<file path="src/hdl/half_single_float_converter_macros.svh">
// ----------------------------------------------------------------------------
// half_single_float_converter_macros
// assertion macros used by the converter top level
// ----------------------------------------------------------------------------
`ifndef HALF_SINGLE_FLOAT_CONVERTER_MACROS_SVH
`define HALF_SINGLE_FLOAT_CONVERTER_MACROS_SVH

// same-cycle implication, sampled on clk, off during reset
`define HSFC_ASSERT_IMPLIES(label, ante, cons, msg) \
	label: assert property (@(posedge clk) disable iff (!arst_n) (ante) |-> (cons)) \
		else $error(msg);

// next-cycle implication, sampled on clk, off during reset
`define HSFC_ASSERT_NEXT(label, ante, cons, msg) \
	label: assert property (@(posedge clk) disable iff (!arst_n) (ante) |=> (cons)) \
		else $error(msg);

`endif

</file>
<file path="src/hdl/hsfc_pkg.sv">
// ----------------------------------------------------------------------------
// hsfc_pkg
// types and constants for the half/single float converter
// ----------------------------------------------------------------------------
package hsfc_pkg;

	typedef enum logic {
		CMD_H2S = 1'b0,
		CMD_S2H = 1'b1
	} cmd_t;

	typedef enum logic [1:0] {
		CLS_ZERO    = 2'd0,
		CLS_SUB     = 2'd1,
		CLS_NORM    = 2'd2,
		CLS_SPECIAL = 2'd3
	} cls_t;

	localparam logic [4:0] HALF_EXP_MAX  = 5'h1f;
	localparam logic [7:0] SGL_EXP_MAX   = 8'hff;
	localparam logic [7:0] SGL_OVF_EXP   = 8'd143;
	localparam logic [7:0] SGL_UNF_EXP   = 8'd112;
	localparam logic [7:0] BIAS_DIFF     = 8'd112;
	localparam logic [7:0] HALF_INF_EXP  = 8'd31;
	localparam logic [9:0] HALF_NAN_MANT = 10'h3ff;

	typedef struct packed {
		cmd_t       cmd;
		logic       sign;
		cls_t       cls;
		logic       nan;
		logic [7:0] exp;
		logic [9:0] mant;
		logic [3:0] lz;
	} s1_t;

	typedef struct packed {
		cmd_t       cmd;
		logic       sign;
		logic [7:0] exp;
		logic [9:0] mant;
	} s2_t;

endpackage

</file>
<file path="src/hdl/half_single_float_converter.sv">
// ----------------------------------------------------------------------------
// half_single_float_converter
// binary16 <-> binary32 bit-pattern converter, three-stage pipeline
// ----------------------------------------------------------------------------
// Takes one item per cycle while result_ready stays high and passes each
// item through the three pipeline registers (decode, normalize, pack); a
// stall on the result side holds every stage without dropping or repeating
// an item. command 0 turns the low 16 bits of operand_bits into a single;
// command 1 turns a single into a half in the low 16 bits of result_bits,
// truncating the mantissa, saturating to infinity and flushing small
// values to +0.
`include "half_single_float_converter_macros.svh"

module half_single_float_converter (
	input  logic        clk,
	input  logic        arst_n,
	input  logic        operand_valid,
	output logic        operand_ready,
	input  logic        command,
	input  logic [31:0] operand_bits,
	output logic        result_valid,
	input  logic        result_ready,
	output logic [31:0] result_bits
);

	logic          valid_s1;
	logic          valid_s2;
	logic          ready_s2;
	logic          ready_s3;
	hsfc_pkg::s1_t data_s1;
	hsfc_pkg::s2_t data_s2;

	hsfc_decode u_decode (
		.clk          (clk),
		.arst_n       (arst_n),
		.up_valid     (operand_valid),
		.up_ready     (operand_ready),
		.command      (command),
		.operand_bits (operand_bits),
		.valid_s1     (valid_s1),
		.down_ready   (ready_s2),
		.data_s1      (data_s1)
	);

	hsfc_normalize u_normalize (
		.clk        (clk),
		.arst_n     (arst_n),
		.valid_s1   (valid_s1),
		.up_ready   (ready_s2),
		.data_s1    (data_s1),
		.valid_s2   (valid_s2),
		.down_ready (ready_s3),
		.data_s2    (data_s2)
	);

	hsfc_pack u_pack (
		.clk        (clk),
		.arst_n     (arst_n),
		.valid_s2   (valid_s2),
		.up_ready   (ready_s3),
		.data_s2    (data_s2),
		.valid_s3   (result_valid),
		.down_ready (result_ready),
		.result_s3  (result_bits)
	);

	// no bubbles while the consumer takes every item
	`HSFC_ASSERT_IMPLIES(a_no_bubble, result_ready, operand_ready, "pipeline stalls with free output")

	// an item in stage 1 moves to stage 2 whenever stage 2 can take it
	`HSFC_ASSERT_NEXT(a_s1_advance, valid_s1 && ready_s2, valid_s2, "stage 1 item lost")

	// half exponents never exceed five bits
	`HSFC_ASSERT_IMPLIES(a_half_exp, valid_s2 && (data_s2.cmd == hsfc_pkg::CMD_S2H), data_s2.exp[7:5] == 3'b000, "half exponent out of range")

	// subnormal class only arises for half operands with a nonzero significand
	`HSFC_ASSERT_IMPLIES(a_sub_class, valid_s1 && (data_s1.cls == hsfc_pkg::CLS_SUB), (data_s1.cmd == hsfc_pkg::CMD_H2S) && (data_s1.lz <= 4'd9), "bad subnormal decode")

endmodule

</file>
<file path="src/hdl/hsfc_decode.sv">
// ----------------------------------------------------------------------------
// hsfc_decode
// stage 1: field split, value class and leading-zero count
// ----------------------------------------------------------------------------
module hsfc_decode (
	input  logic             clk,
	input  logic             arst_n,
	input  logic             up_valid,
	output logic             up_ready,
	input  logic             command,
	input  logic [31:0]      operand_bits,
	output logic             valid_s1,
	input  logic             down_ready,
	output hsfc_pkg::s1_t    data_s1
);

	hsfc_pkg::s1_t d;
	logic [4:0]    e5;
	logic [7:0]    e8;
	logic [9:0]    hm;
	logic [3:0]    lz;

	assign up_ready = !valid_s1 || down_ready;
	assign e5 = operand_bits[14:10];
	assign e8 = operand_bits[30:23];
	assign hm = operand_bits[9:0];

	// leading zeros of the half significand
	always_comb begin
		lz = 4'd10;
		for (int i = 0; i < 10; i++) begin
			if (hm[i]) begin
				lz = 4'(9 - i);
			end
		end
	end

	always_comb begin
		d      = '0;
		d.lz   = lz;
		if (command == hsfc_pkg::CMD_H2S) begin
			d.cmd  = hsfc_pkg::CMD_H2S;
			d.sign = operand_bits[15];
			d.exp  = {3'b000, e5};
			d.mant = hm;
			d.nan  = 1'b0;
			if (e5 == 5'd0) begin
				d.cls = (hm == 10'd0) ? hsfc_pkg::CLS_ZERO : hsfc_pkg::CLS_SUB;
			end else if (e5 == hsfc_pkg::HALF_EXP_MAX) begin
				d.cls = hsfc_pkg::CLS_SPECIAL;
			end else begin
				d.cls = hsfc_pkg::CLS_NORM;
			end
		end else begin
			d.cmd  = hsfc_pkg::CMD_S2H;
			d.sign = operand_bits[31];
			d.exp  = e8;
			d.mant = operand_bits[22:13];
			d.nan  = (e8 == hsfc_pkg::SGL_EXP_MAX) && (operand_bits[22:0] != 23'd0);
			if (e8 >= hsfc_pkg::SGL_OVF_EXP) begin
				d.cls = hsfc_pkg::CLS_SPECIAL;
			end else if (e8 <= hsfc_pkg::SGL_UNF_EXP) begin
				d.cls = hsfc_pkg::CLS_ZERO;
			end else begin
				d.cls = hsfc_pkg::CLS_NORM;
			end
		end
	end

	always_ff @(posedge clk or negedge arst_n) begin
		if (!arst_n) begin
			valid_s1 <= 1'b0;
		end else if (up_ready) begin
			valid_s1 <= up_valid;
		end
	end

	always_ff @(posedge clk) begin
		if (up_ready && up_valid) begin
			data_s1 <= d;
		end
	end

endmodule

</file>
<file path="src/hdl/hsfc_normalize.sv">
// ----------------------------------------------------------------------------
// hsfc_normalize
// stage 2: subnormal shift, rebias and special-value selection
// ----------------------------------------------------------------------------
module hsfc_normalize (
	input  logic             clk,
	input  logic             arst_n,
	input  logic             valid_s1,
	output logic             up_ready,
	input  hsfc_pkg::s1_t    data_s1,
	output logic             valid_s2,
	input  logic             down_ready,
	output hsfc_pkg::s2_t    data_s2
);

	hsfc_pkg::s2_t d;
	logic [9:0]    sub_mant;

	assign up_ready = !valid_s2 || down_ready;
	assign sub_mant = data_s1.mant << (data_s1.lz + 4'd1);

	always_comb begin
		d      = '0;
		d.cmd  = data_s1.cmd;
		d.sign = data_s1.sign;
		if (data_s1.cmd == hsfc_pkg::CMD_H2S) begin
			case (data_s1.cls)
				hsfc_pkg::CLS_ZERO: begin
					d.exp  = 8'd0;
					d.mant = 10'd0;
				end
				hsfc_pkg::CLS_SUB: begin
					d.exp  = hsfc_pkg::BIAS_DIFF - {4'b0000, data_s1.lz};
					d.mant = sub_mant;
				end
				hsfc_pkg::CLS_NORM: begin
					d.exp  = data_s1.exp + hsfc_pkg::BIAS_DIFF;
					d.mant = data_s1.mant;
				end
				default: begin
					d.exp  = hsfc_pkg::SGL_EXP_MAX;
					d.mant = data_s1.mant;
				end
			endcase
		end else begin
			case (data_s1.cls)
				hsfc_pkg::CLS_SPECIAL: begin
					d.exp  = hsfc_pkg::HALF_INF_EXP;
					d.mant = data_s1.nan ? hsfc_pkg::HALF_NAN_MANT : 10'd0;
				end
				hsfc_pkg::CLS_NORM: begin
					d.exp  = data_s1.exp - hsfc_pkg::BIAS_DIFF;
					d.mant = data_s1.mant;
				end
				default: begin
					// underflow flushes to positive zero
					d.sign = 1'b0;
					d.exp  = 8'd0;
					d.mant = 10'd0;
				end
			endcase
		end
	end

	always_ff @(posedge clk or negedge arst_n) begin
		if (!arst_n) begin
			valid_s2 <= 1'b0;
		end else if (up_ready) begin
			valid_s2 <= valid_s1;
		end
	end

	always_ff @(posedge clk) begin
		if (up_ready && valid_s1) begin
			data_s2 <= d;
		end
	end

endmodule

</file>
<file path="src/hdl/hsfc_pack.sv">
// ----------------------------------------------------------------------------
// hsfc_pack
// stage 3: result word assembly and output register
// ----------------------------------------------------------------------------
module hsfc_pack (
	input  logic             clk,
	input  logic             arst_n,
	input  logic             valid_s2,
	output logic             up_ready,
	input  hsfc_pkg::s2_t    data_s2,
	output logic             valid_s3,
	input  logic             down_ready,
	output logic [31:0]      result_s3
);

	logic [31:0] word;

	assign up_ready = !valid_s3 || down_ready;

	always_comb begin
		if (data_s2.cmd == hsfc_pkg::CMD_H2S) begin
			word = {data_s2.sign, data_s2.exp, data_s2.mant, 13'd0};
		end else begin
			word = {16'd0, data_s2.sign, data_s2.exp[4:0], data_s2.mant};
		end
	end

	always_ff @(posedge clk or negedge arst_n) begin
		if (!arst_n) begin
			valid_s3 <= 1'b0;
		end else if (up_ready) begin
			valid_s3 <= valid_s2;
		end
	end

	always_ff @(posedge clk) begin
		if (up_ready && valid_s2) begin
			result_s3 <= word;
		end
	end

endmodule
</file>
<file path="config.mk">
export PLATFORM = sky130hd
export DESIGN_NAME = half_single_float_converter
export DESIGN_NICKNAME = d
export VERILOG_FILES = /design/src/hdl/hsfc_pkg.sv /design/src/hdl/half_single_float_converter.sv /design/src/hdl/hsfc_decode.sv /design/src/hdl/hsfc_normalize.sv /design/src/hdl/hsfc_pack.sv
export VERILOG_INCLUDE_DIRS = /design/src /design/src/hdl
export SDC_FILE = /design/constraint.sdc
export NUM_CORES = 1
export LEC_CHECK = 0
export BUFFER_PORTS_ARGS = -buffer_cell sky130_fd_sc_hd__buf_2
export CORE_MARGIN = 4
export CORE_UTILIZATION = 52
export CTS_BUF_LIST = sky130_fd_sc_hd__clkbuf_8
export DETAILED_ROUTE_END_ITERATION = 7
export HOLD_SLACK_MARGIN = 0.1
export PLACE_DENSITY = 0.8
export SKIP_CTS_REPAIR_TIMING = 1
export SYNTH_ARGS = -nofsm -noshare
export SYNTH_HDL_FRONTEND = slang
export SYNTH_SLANG_ARGS = --single-unit
</file>
<file path="constraint.sdc">
create_clock -name clk -period 2.3 [get_ports clk]
set_clock_uncertainty 0.05 [all_clocks]
set_input_delay 0.575 -clock clk [delete_from_list [all_inputs] [get_ports clk]]
set_output_delay 0.575 -clock clk [all_outputs]
set_load 0.05 [all_outputs]
</file>
Word level (Yosys, flattened, before mapping) --
Cells that the tools add are included.
Cells by class: add/subtract/negate cells 4, $mul 0, div/mod/pow operators 0, $lt $le $gt $ge 2, equal/unequal tests 5, shift-type cells 1, muxes and demuxes 22, bitwise operators 0, reduce and logical (&&, ||, !) cells 18
Operator list (number):
- $pmux W18 S3 | 1
- $pmux W18 S2 | 1
- $mux W23 | 1
- $reduce_bool A23 Y1 | 1
- $mux W18 | 1
- $mux W16 | 1
- $mux W2 | 7
- $mux W3 | 4
- $logic_not A10 Y1 | 1
- $mux W10 | 1
- $shl A10 B4 Y10 | 1
- $add A8 B7 Y8 const B | 1
- $eq A8 B8 Y1 const B | 1
- $ge A8 B8 Y1 const B | 1
- $le A8 B7 Y1 const B | 1
- $reduce_or A8 Y1 | 1
- $sub A7 B4 Y8 const A | 1
- $sub A8 B7 Y8 const B | 1
- $eq A5 B5 Y1 const B | 1
- $logic_not A5 Y1 | 1
- $mux W1 | 5
- $add A4 B1 Y4 const B | 1
- $eq A2 B2 Y1 const B | 2
- $logic_and A1 B1 Y1 | 4
- 6 further kinds | 11
Word-level totals: bits in registers 82, latch bits 0, memory bits (writable) 0, bits in read-only memories 0, input bits 37, logic and storage cells 73, memories 0

Longest topological paths before layout --
depth after elaboration 9, mapped depth 10, depth with buffers taken out 6

Hierarchy --
Synthesis repeated with hierarchy kept, for this count alone.
Unflattened totals: cells, all modules 296, area total of the unflattened synthesis 3996.3 um^2
Modules (own cells, without submodules):
- hsfc_normalize | times used 1, cells each 137, area an instance 1480.2 um^2
- hsfc_decode | times used 1, cells each 88, area an instance 1271.2 um^2
- hsfc_pack | times used 1, cells each 71, area an instance 1244.9 um^2

Worst setup path before layout --
OpenSTA, ideal clock, no wires.
path kind reg2reg, from register u_pack.valid_s3, to register u_decode.data_s1[0] (netlist name), library setup time 0.386 ns, arrival time 1.961 ns, slack -0.097 ns, cell stages (with the launch flop) 4, clock period less this slack 2.397 ns, cell sequence dfrtp_1 nor2b_1 nand3_1 and2_1
On the way: longest elaborated chain between the ends 5
Ends and longest elaborated chain:
- start: declaration | line hsfc_pack.sv:11 | output logic valid_s3,
- start signal: assignment | line hsfc_pack.sv:32 | valid_s3 <= valid_s2;
- $logic_not A1 Y1 | line hsfc_pack.sv:18 | assign up_ready = !valid_s3 || down_ready;
- $logic_or A1 B1 Y1 | line hsfc_pack.sv:18
- $logic_or A1 B1 Y1 | line hsfc_normalize.sv:19 | assign up_ready = !valid_s2 || down_ready;
- $logic_or A1 B1 Y1 | line hsfc_decode.sv:23 | assign up_ready = !valid_s1 || down_ready;
- named net operand_ready | line half_single_float_converter.sv:18 | output logic operand_ready,
- $logic_and A1 B1 Y1 | line hsfc_decode.sv:79 | if (up_ready && up_valid) begin
The timed path passes the listed nets, and every way through them passes these cells. A chain may end at the register's enable or synchronous reset.

==> out/qor.txt <==
WP data arrival = 2.09 ns
Crit path max fanout = 6
H-tree depth = 3
Number of remaining DRC errors = 0
Initial Util = 54.0%
Vias in the first global route = 2446
Distinct cells, synth = 46
Nets = 423
Clock transition at path regs = 0.08 ns
Dpl hpwl = 4.97 mm
FP Rows = 31
Max-Cap Viols = 0
Layout cells sized above 1 = 31.0%
Clock latency on the worst-skew pair = 0.35 ns
Post-synthesis adder-cell area fraction = 1.27%
Placed cell areas = 4400 sq um
IO Pins = 71
Seq/Total Area, Yosys = 61.9%
Setup TNS = 0 ns
Root Buffer = clkbuf_8
Synth warn = 0
Via Count = 2516
Avg WL per Cell = 13.9 um
Final setup fails = 0
Commonest cells post-synth = 79 x edfxtp_1, 23 x mux2_2, 22 x a21oi_1
Xor-xnor portion of the synthesized cell area = 1.80%
Synth Area in Compound Gates = 7.66%
Avg Cell Area, Syn = 12.8 sq um
Synth Instances = 309
Total congestion overflow = 0
Final Cycle Share = 88.9%
Max VDD drop = 0.333 mV
Synth Area in Simple Gates = 15.1%
Crit path kind = flop to flop
TritonCTS Buffers = 9
Final WS setup = 0.256 ns
Fraction of registers with async set/reset = 3.66%
#FFs+latches synth = 82
Largest net degree at the start of global routing = 33
Die W = 95.2 um
Max_slew headroom = 45.5%
Final Wtd Congestion = 0.820
Non-Filler Cell Area, Final = 4630 sq um
Cell accounting for the most synthesized area = edfxtp_1
Die area = 9060 sq um
Syn_nets = 350
Leakage = 1.78 nW
DRT antenna net count = 0
PnR Total Power = 0.00373 W
Run status = finished clean
CP required = 2.34 ns
I/O Buffers = 70
Share of the synthesized area in the top cell type = 60.0%
First-pass GRT wire length = 11.1 mm
Count leader, synth = edfxtp_1
Startpoint types = flop
Pre-Repair DR Iteration Count = 4
Core Region = 7330 sq um
Die Ht = 95.2 um
Worst Hold Class = primary input to flop
Mux cell area share after synthesis = 9.40%
CTS max path bufs = 2
Largest family of logic cells by synthesized area = simple AND/OR/NAND/NOR gates
Routed vias/inst = 5.18
Mapped cell area = 3960 sq um
Post-layout min period = 2.04 ns
Overall Global Routing Usage = 15.9%
Fmax = 489 MHz
TritonCTS clock tree = done
Area grow syn2layout = 17.0%
ANT cells = 0
WL final = 6.75 mm
Place WS = 0.263 ns
Worst Tran Pin Value = 0.818 ns
DRT iter0 DRCs = 166
Pwr dens = 807 nW/um^2
Synth Flop Type = edfxtp_1
RSZ-0062 raised after global routing = false
Pins Over Slew Limit = 0
Main area contributors after synthesis = edfxtp_1 60%, mux2_2 6.5%, and2_1 2.8%, a21oi_1 2.8%, nor2b_1 2.7%
Number of flops mapped to enable cells by yosys = 79
Crit. End Element = flop
Final Hold Fails = 0
Clock Sinks = 82
Initial antenna violation count = 0
-- worst paths after layout --
kind | from | endpoint | slack, ns | cells after the start
max | u_decode.data_s1[1] | u_normalize.data_s2[9] | 0.26 | 6
max reg2reg | u_decode.data_s1[1] | u_normalize.data_s2[9] | 0.26 | 6
min in group asynchronous | arst_n | u_pack.valid_s3 | 0.50 | 2
max in group asynchronous | arst_n | u_normalize.valid_s2 | 1.60 | 2
min | operand_valid | u_decode.valid_s1 | 0.37 | 2
min reg2reg | u_decode.valid_s1 | u_normalize.valid_s2 | 0.43 | 1
-- cell type report --
cell class              count  area (sq um)
clock buffers               9           124
clock inverters             7          88.8
repair buffers             77           405
flip-flops and latches     82          2450
fillers                   567          2710
inverters                  11          41.3
well taps                  99           124
multi-input cells         201          1400
-- flip-flops by register name, summed over array words and instances, names as in the netlist --
register and flops:
u_decode.data_s1 27, u_decode.valid_s1 1, u_normalize.data_s2 20, u_normalize.valid_s2 1
u_pack.result_s3 32, u_pack.valid_s3 1
-- critical path, stage by stage, from the launching register on --
cell,delay (ns)
edfxtp_1,0.48
ha_1,0.32
and2_2,0.22
a21oi_1,0.16
o32ai_1,0.12
a221oi_1,0.30
o21ai_0,0.14
-- metrics by stage --
stage	cells	util [%]	hold slack, ns
floorplan	309	-	0.229
global placement	469	60.1	0.320
detailed placement	469	60.1	0.325
CTS	485	63.0	-0.0581
global route	486	63.1	0.381
finish	486	63.1	0.374
-- power by group --
| part | switching [W] | internal [W] | total, W |
|---|---|---|---|
| clock | 0.000497 | 0.000603 | 0.00110 |
| combinational | 0.000485 | 0.000238 | 0.000723 |
| sequential | 0.0000767 | 0.00183 | 0.00191 |
| total | 0.00106 | 0.00267 | 0.00373 |
-- cells by family (layout without fill, tap and decap cells) --
group                    after synthesis  count (layout)
AO/OA/AOI/OAI                         50              50
XOR/XNOR                               6               6
adder cells (fa/ha/maj)                4               4
buffers and inverters                 26             104
flip-flops                            82              82
multiplexers                          33              33
AND/OR/NAND/NOR                      108             108
-- placed cells by master, fill, tap and decap left out, drive strengths merged, types with 5 or more instances in the layout --
cell type	netlist	final
nand2	17	17
nor2b	18	18
clkbuf	8	9
edfxtp	79	79
a21oi	22	22
nor3	10	10
nand2b	5	5
nor2	18	18
inv	11	13
buf	7	76
nand3	7	7
o21ai	13	13
mux2	23	23
mux2i	9	9
nor4	5	5
and2	19	19
-- metal layers --
layer | GRT usage, % | part of all wire, % | wire [um] | up-vias
li1 | - | - | - | 1292
met1 | 21.7 | 46 | 3140 | 1125
met2 | 24.4 | 45 | 3040 | 87
met3 | 2.53 | 6.1 | 412 | 12
met4 | 8.77 | 2.4 | 159 | 0
met5 | 0 | 0 | 0 | -
No activity file was read; power rests on OpenSTA's default activity.
